===== src/rtl/lisw_pkg.sv =====
// shared types, codes and defaults of the lock interval wait block
// no dependencies
package lisw_pkg;
	localparam int MaxIntervalsDef = 64;
	localparam int TimeBitsDef     = 48;
	localparam int FieldBits       = 48;

	// operation codes on the item channel
	localparam logic [1:0] OP_ADD     = 2'd0;
	localparam logic [1:0] OP_COMPUTE = 2'd1;
	localparam logic [1:0] OP_CLEAR   = 2'd2;

	// status codes on the result channel
	localparam logic [1:0] ST_OK  = 2'd0;
	localparam logic [1:0] ST_OVF = 2'd1;
	localparam logic [1:0] ST_BAD = 2'd2;
	localparam logic [1:0] ST_SAT = 2'd3;

	// classified command kinds
	typedef enum logic [1:0] {
		CMD_ADD,
		CMD_COMPUTE,
		CMD_CLEAR,
		CMD_BAD
	} cmd_kind_t;

	typedef struct packed {
		logic      valid;
		cmd_kind_t kind;
	} cmd_ctl_t;
endpackage


===== src/rtl/lisw_front.sv =====
// front end: accepts items, classifies them and queues commands
// depends on lisw_pkg
module lisw_front #(
	parameter int TIME_BITS = lisw_pkg::TimeBitsDef
) (
	input  logic                     clk,
	input  logic                     arst_n,
	input  logic                     item_valid,
	output logic                     item_stall,
	input  logic [1:0]               operation,
	input  logic [47:0]              start_time,
	input  logic [47:0]              stop_time,
	output lisw_pkg::cmd_ctl_t       cmd,
	output logic [TIME_BITS-1:0]     cmd_start,
	output logic [TIME_BITS-1:0]     cmd_stop,
	input  logic                     cmd_pop
);
	import lisw_pkg::*;

	cmd_kind_t            kind_q  [2];
	logic [TIME_BITS-1:0] start_q [2];
	logic [TIME_BITS-1:0] stop_q  [2];
	logic                 wr_ptr_q, rd_ptr_q;
	logic [1:0]           cnt_q;

	logic [TIME_BITS-1:0] in_start, in_stop;
	cmd_kind_t            in_kind;
	logic                 in_keep, push, pop;

	// classify the incoming word
	always_comb begin
		in_start = TIME_BITS'(start_time);
		in_stop  = TIME_BITS'(stop_time);
		in_keep  = 1'b1;
		in_kind  = CMD_ADD;
		case (operation)
			OP_ADD:     in_kind = (in_stop < in_start) ? CMD_BAD : CMD_ADD;
			OP_COMPUTE: in_kind = CMD_COMPUTE;
			OP_CLEAR:   in_kind = CMD_CLEAR;
			default:    in_keep = 1'b0;
		endcase
	end

	assign item_stall = (cnt_q == 2'd2);
	assign push       = item_valid && !item_stall && in_keep;
	assign pop        = cmd_pop && (cnt_q != 2'd0);

	// two-entry command queue
	always_ff @(posedge clk or negedge arst_n) begin
		if (!arst_n) begin
			wr_ptr_q <= 1'b0;
			rd_ptr_q <= 1'b0;
			cnt_q    <= 2'd0;
		end else begin
			if (push) wr_ptr_q <= ~wr_ptr_q;
			if (pop) rd_ptr_q <= ~rd_ptr_q;
			cnt_q <= cnt_q + {1'b0, push} - {1'b0, pop};
		end
	end

	always_ff @(posedge clk) begin
		if (push) begin
			kind_q[wr_ptr_q]  <= in_kind;
			start_q[wr_ptr_q] <= in_start;
			stop_q[wr_ptr_q]  <= in_stop;
		end
	end

	assign cmd.valid = (cnt_q != 2'd0);
	assign cmd.kind  = kind_q[rd_ptr_q];
	assign cmd_start = start_q[rd_ptr_q];
	assign cmd_stop  = stop_q[rd_ptr_q];
endmodule


===== config.mk =====
export PLATFORM = sky130hd
export DESIGN_NAME = lisw_front
export DESIGN_NICKNAME = d
export VERILOG_FILES = /design/src/rtl/lisw_pkg.sv /design/src/rtl/lisw_front.sv
export SDC_FILE = /design/constraint.sdc
export NUM_CORES = 1
export LEC_CHECK = 0
export ABC_AREA = 1
export BUFFER_PORTS_ARGS = -buffer_cell sky130_fd_sc_hd__buf_2
export CAP_MARGIN = 30
export CORE_ASPECT_RATIO = 1.75
export CORE_MARGIN = 1
export CORE_UTILIZATION = 45
export DETAILED_ROUTE_END_ITERATION = 7
export HOLD_SLACK_MARGIN = 0.02
export PLACE_DENSITY = 0.75
export SYNTH_ARGS = -nofsm -noshare
export SYNTH_HDL_FRONTEND = slang
export SYNTH_SLANG_ARGS = --single-unit

===== constraint.sdc =====
create_clock -name clk -period 5 [get_ports clk]
set_input_delay 0.5 -clock clk [delete_from_list [all_inputs] [get_ports clk]]
set_output_delay 0.5 -clock clk [all_outputs]
set_load 0.01 [all_outputs]

==> impl_results.md, run 1 <==
- Status: completed
- # rows: 66
- Fin util: between 50% and 60%
- MaxCap Viol Count: 0
- Port Buffers: about 200
- Reg power frac: 41.9%
- Placed cell area: 0.009958 mm^2
- CP arrival: ~2.1 ns
- Required @ worst endpoint: about 4.5 ns
- TNS Setup: 0 ns
- Root Buffer: clkbuf_16
- Gate Count Post-Synth: between 700 and 800
- Pwr Total: 5.404 mW
- Power share of the combinational group: 32.6%
- Fill cell count: around 1600
- Longest Clk Path Bufs: 2
- Clock Power Share: 25.5%
- P_int: 3.543 mW
- Tightest Hold Check Type: primary input to flop
- # nets final: roughly 1100
- H-tree depth: 4
- Die H: 185.2 um
- Hold Vio Cnt, Final: 0
- I/O pins: ~200
- Synth cell types: 29
- DIE AREA: ~0.020 mm^2
- Initial antenna violation count: 6
- Syn_area_per_cell: roughly 12 um^2
- Die Wd: about 110 um
- Worst-path clk slew: roughly 0.080 ns
- Drt total wl: around 18000 um
- Vias in the first global route: around 5400
- Cell Count, Final, Fillers Out: around 1200
- Synth Net Count: 898
- Leakage: 4.883 nW
- Placed Cells: ~1200
- CTS buffer count: 17
- Worst Setup End Kind: output port
- HPWL after DPL: 12580 um
- Synthesis-stage register bit count: 200
- WL per Instance: approximately 15 um
- First-pass GRT wire length: 26850 um
- Sw Share: around a third
- Slew @ Worst Pin: just over 1 ns
- Tot GR Track Use: 18.43%
- Finish-stage setup viols: 0
- Fin crit period: 2.628 ns
- Max Clock Skew: between 0.008 and 0.009 ns
- Layout cell share with drive strength beyond 1: a little over a quarter
- Drt pass-1 iters: 4
- Largest net degree at the start of global routing: just under 100
- WS Path Type: flop to output port
- Critical Path Fanout Max: 36
- Worst IR Drop VDD: approximately 0.46 mV
- Max Fclk: ~380 MHz
- Fin. max-slew vios: 0
- DR vias: about 5800
- Final ANT Viol Nets: 0
- Crit share post-route: between 50 and 60%
- CTS tree: done
- Slew headroom: 32.44%
- P per Cell Area: a little over 500 mW/mm^2
- DRT iter0 DRCs: roughly 200
- Switch Pwr: 1.861 mW
- Unrepaired setup endpoints after global routing: false
- Initial core utilization: a little under half
- GR Overflow Total: 0
- # DRC: 0
- Insertion delay to the later sink of the worst-skew pair: 0.43 ns
- Core Area: ~0.019 mm^2
- Sequential share of the synthesized area: ~70%
- Cell area after layout: approximately 0.011 mm^2
- Global placer's final weighted congestion: between 0.7 and 0.8
- # clock sinks: 200
- CP Launch Type: flop
- Synth Cell Area: between 0.008 and 0.009 mm^2
- Post-cts repair resize count: 0
- Total of warnings raised by yosys: 0
- DR vias/cell: around 4.8
- P&R area growth vs syn: 22.74%
-- state kept, by name, indices dropped and copies added, names as in the netlist --
register / flops
cnt_q: 2
stop_q: 96
start_q: 96
rd_ptr_q: 1
wr_ptr_q: 1
kind_q: 4
-- worst paths after layout --
kind                          startpoint              to  slack [ns]  cells after the start
min in group asynchronous         arst_n        cnt_q[0]        0.40                      2
setup reg to reg                cnt_q[1]  start_q[1][23]        2.70                      4
hold reg to reg                 cnt_q[0]        cnt_q[0]        0.59                      1
max in group asynchronous         arst_n        rd_ptr_q        4.46                      2
hold / removal             start_time[0]   start_q[1][0]        0.26                      1
setup / recovery                rd_ptr_q    cmd_stop[13]        2.37                      5
-- cell families after synthesis --
logic type | Yosys count | share of synthesized area (%)
simple gates | 376 | 17.13
flops | 200 | 69.32
buf+inv | 88 | 4.043
fa+ha+maj | 49 | 7.100
compound gates | 30 | 2.000
xor+xnor | 4 | 0.4058
-- timing repair --
item | in CTS | in global routing
hold buffers | 1 | 0
setup buffers | 0 | 0
hold endpoints to repair | 4 | 0
-- power by group through the flow --
stage,sequential [mW],clock (mW),combinational [mW]
4_1_cts,2.26,1.41,1.78
5_1_grt,2.29,1.47,1.96
3_3_place_gp,2.29,0,1.73
2_1_floorplan,2.33,0,1.03
6_report,2.26,1.38,1.76
3_5_place_dp,2.30,0,1.78
-- cells in the final DEF, fill, tap and decap left out, types with 4 or more instances in the layout --
master,n
edfxtp_1,196
buf_4,5
nor2_1,10
buf_2,201
ha_1,49
nand2_1,346
inv_1,64
clkbuf_16,17
a21oi_1,19
clkinvlp_4,4
-- cells in the mapped netlist --
library cell,number,share of area [%]
a21o_1,2,0.17
a21oi_1,19,1.1
and2_4,2,0.20
buf_1,7,0.30
buf_2,9,0.52
buf_4,2,0.17
clkbuf_1,3,0.13
dfrtp_1,4,1.2
edfxtp_1,196,68
ha_1,49,7.1
inv_1,64,2.8
inv_2,3,0.13
nand2_1,346,15
nand2_2,2,0.14
nand2_4,1,0.13
nand3_1,3,0.17
nand4_1,1,0.072
nand4_4,1,0.25
nor2_1,12,0.52
nor2_2,3,0.22
nor2_4,1,0.13
nor3_1,3,0.17
o21a_1,3,0.26
o21ai_0,3,0.17
o21ai_1,2,0.12
o221ai_2,1,0.17
or2_2,1,0.072
xnor2_1,1,0.10
xor2_1,3,0.30
-- layer usage --
metal / GRT usage (%) / up-vias / wire, um
li1: - / 2887 / -
met1: 19.62 / 2709 / 6574
met2: 33.75 / 176 / 10060
met3: 4.222 / 33 / 898
met4: 9.096 / 6 / 409
met5: 0 / - / 28
-- metrics by stage --
step	hold WS (ns)	worst slack, ns
after floorplan	0.2044	-0.3600
after global placement	0.3103	2.485
after detailed placement	0.3101	2.490
after CTS	0.2369	2.312
after global routing	0.2443	2.223
final	0.2617	2.372
-- critical path, stage by stage, from the launching register on --
cell	delay [ns]
dfrtp_4	0.48
clkinv_2	0.38
buf_4	0.47
nand2_1	0.09
nand2_1	0.11
buf_2	0.14
-- final cells by class --
type / instances / area, um^2 / area share [%]
sequential: 200 / 5989 / 56.52
clock buffer: 18 / 429.2 / 4.050
clock inverter: 14 / 165.2 / 1.558
timing repair buffer: 211 / 1141 / 10.77
inverter: 67 / 252.7 / 2.385
multi-input combinational: 459 / 2315 / 21.84
tap: 238 / 297.8 / 2.810
antenna: 3 / 7.507 / 0.07084
No activity file was read; power rests on OpenSTA's default activity.
==> inputs of run 2 (changes only) <==
Settings changed: PLACE_DENSITY 0.75 to 0.73.
Clock period 5 ns to 2.6 ns, I/O delays scaled along.
==> impl_results.md, run 2 (synthesis results as in run 1) <==
- Status: completed
- Pre-CTS setup slack: 0.8155 ns (-1.674 ns)
- Reg power frac: 41.9% (about the same)
- Unrepaired setup endpoints after global routing: false
- Layout cell share with drive strength beyond 1: 24.95% (-1.8 points)
- P&R area growth vs syn: 27.72%
- DR vias: 5978 (+2.9%)
- Hold Vio Cnt, Final: 0 (unchanged)
- Required @ worst endpoint: 2.34 ns (-2.16 ns)
- Clock Power Share: 24.4% (-1.1 points)
- HPWL after DPL: 12420 um (-1.2%)
- H-tree depth: 4 (unchanged)
- Die H: 185.2 um (unchanged)
- DRT iter0 DRCs: 221 (+10%)
- Port Buffers: 201 (unchanged)
- Register area: 0.005989 mm^2 (unchanged)
- Die Wd: 106.7 um (unchanged)
- WHS Endpoint: stop_q[1][43]
- CP cell instances: clkinv_2, buf_4, nand2_1, nand2_1, buf_2
- Power share of the combinational group: 33.7% (+1.1 points)
- Slew headroom: 61.53% (+29 points)
- WL per Instance: 15.31 um (+3.1%)
- Tot GR Track Use: 20.01% (+1.6 points)
- CP startpoint: rd_ptr_q
- Critical path buffer and inverter count: 3 (unchanged)
- Commonest non-fill, non-tap cell in the layout: nand2_1
- Crit share post-route: slightly below 80%
- Vias in the first global route: 6102 (+12%)
- Worst IR Drop VDD: 1.436 mV (+210%)
- First-pass GRT wire length: 29520 um (+9.9%)
- Switch Pwr: 3.574 mW (+92%)
- Drt total wl: 19220 um (+6.9%)
- P_int: 6.832 mW (+93%)
- Hold depth: 1 (unchanged)
- Critical path's top delay family: buffers and inverters
- Sw Share: 34.35% (-0.091 points)
- Slew @ Worst Pin: 0.5770 ns (-0.4340 ns)
- Longest Clk Path Bufs: 2 (unchanged)
- CTS tree: done
- CP arrival: 1.74 ns (-0.39 ns)
- Root Buffer: clkbuf_16
- Footprint of the multi-input gates: 0.002315 mm^2 (unchanged)
- DIE AREA: 0.01977 mm^2 (unchanged)
- Finish-stage setup viols: 0 (unchanged)
- CTS buffer count: 17 (unchanged)
- TNS Setup: 0 ns (unchanged)
- Initial antenna violation count: 1 (-5)
- R2R Setup Slk: 0.82 ns (-1.88 ns)
- # rows: 66 (unchanged)
- P per Cell Area: 943.6 mW/mm^2 (+85%)
- Final ANT Viol Nets: 0 (unchanged)
- WS Path Type: flop to output port
- Insertion delay to the later sink of the worst-skew pair: 0.43 ns (about the same)
- FF-to-FF End: cnt_q[1]
- Cell mode on critical path: nand2_1
- Core Area: 0.01866 mm^2 (unchanged)
- Reg2Reg Depth: 8 (+4)
- CP Launch Type: flop
- Regs by FF count: start_q: 96 flops, stop_q: 96 flops, kind_q: 4 flops
- Largest net degree at the start of global routing: 99 (unchanged)
- Fin util: 59.09% (+2.3 points)
- Worst-path clk slew: 0.07 ns (about the same)
- Crit Reg-Reg Startpoint: cnt_q[0]
- HP Start: stop_time[43]
- Leakage: 5.063 nW (+3.7%)
- Drt pass-1 iters: 5 (+1)
- Fill cell count: 1537 (-3.6%)
- Fin crit period: approximately 2.0 ns
- Setup ws final: 0.5979 ns (-1.774 ns)
- GR Overflow Total: 0 (unchanged)
- # DRC: 0 (unchanged)
- Worst Setup End Kind: output port
- # clock sinks: 200 (unchanged)
- # nets final: 1152 (+4.1%)
- Max Clock Skew: 0.01141 ns (+0.003198 ns)
- Tightest Hold Check Type: primary input to flop
- DR vias/cell: 4.763 (-0.81%)
- Crit path max-delay cell type: dfrtp_4
- MaxCap Viol Count: 0 (unchanged)
- Max Fclk: ~500 MHz
- I/O pins: 202 (unchanged)
- Critical Path Fanout Max: 38 (+5.6%)
- CP max stage delay: 0.50 ns (+0.02 ns)
- Initial core utilization: 46.27% (unchanged)
- Fin. max-slew vios: 0 (unchanged)
- Most frequent cells in the layout: nand2_1 (346), buf_2 (201), edfxtp_1 (196)
- Global placer's final weighted congestion: 0.7341 (-7.6%)
==> run 2: cell types whose count changed in the layout (fill, tap and decap cells not counted) <==
cell,previous run,this run
clkbuf_1,1,3
dlygate4sd3_1,1,48
clkinv_2,1,3
clkinv_1,0,2
buf_4,5,2
inv_8,2,0
clkinvlp_4,4,2
buf_12,3,5
inv_6,3,1
buf_16,1,0
==> run 2: power groups by stage <==
stage	registers, mW	clock network, mW	logic (mW)
final	4.36	2.54	3.51
after global routing	4.41	2.72	3.91
after CTS	4.36	2.59	3.57
after detailed placement	4.43	0	3.50
after global placement	4.41	0	3.44
after floorplan	4.44	0	1.99
==> run 2: worst register-to-register path: stages (launching register included) <==
cell     delay [ns]
dfrtp_1        0.42
or2_2          0.30
nand2_1        0.09
inv_1          0.05
ha_1           0.27
inv_1          0.04
ha_1           0.18
xnor2_1        0.18
xor2_1         0.18
==> run 2: how the worst max path moves through the flow <==
stage,cells after the start,end
2_1_floorplan,3,kind_q[0][0]
3_3_place_gp,10,kind_q[0][0]
3_5_place_dp,8,cnt_q[1]
4_1_cts,5,cmd_start[34]
5_1_grt,5,cmd_stop[5]
6_report,5,cmd_stop[0]
==> run 2: per-layer routing <==
| layer | vias to the layer above | track usage, % | part of all wire (%) |
|---|---|---|---|
| met3 | 33 | 5.032 | 4.8 |
| met2 | 156 | 38.27 | 56 |
| li1 | 2975 | - | - |
| met1 | 2814 | 19.88 | 36 |
| met4 | 0 | 8.986 | 2.9 |
| met5 | - | 0 | 0 |
==> run 2: final cells by class <==
cell class                      count  area share (%)
Clock buffer                       20           3.960
Clock inverter                     12           1.157
Tap cell                          238           2.700
Multi-Input combinational cell    459           20.99
Sequential cell                   200           54.31
Antenna cell                        3         0.06807
Inverter                           67           2.292
Timing Repair Buffer              256           14.52
==> run 2: stage by stage <==
step                      instances  area, um^2  hold WS (ns)  power (mW)
final                          1255       11030       0.04053       10.41
after global routing           1253       11020       0.02098       11.03
after CTS                      1249       10990       0.02001       10.52
after detailed placement       1172        9976       0.07169       7.932
after global placement         1172        9976       0.07335       7.850
after floorplan                 747        8640      -0.03559       6.424
==> run 2: repair_timing <==
action                    4_1_cts  5_1_grt
buffers inserted                0        0
hold endpoints to repair       88        6
hold buffers                   45        3
gates resized for setup         0        0
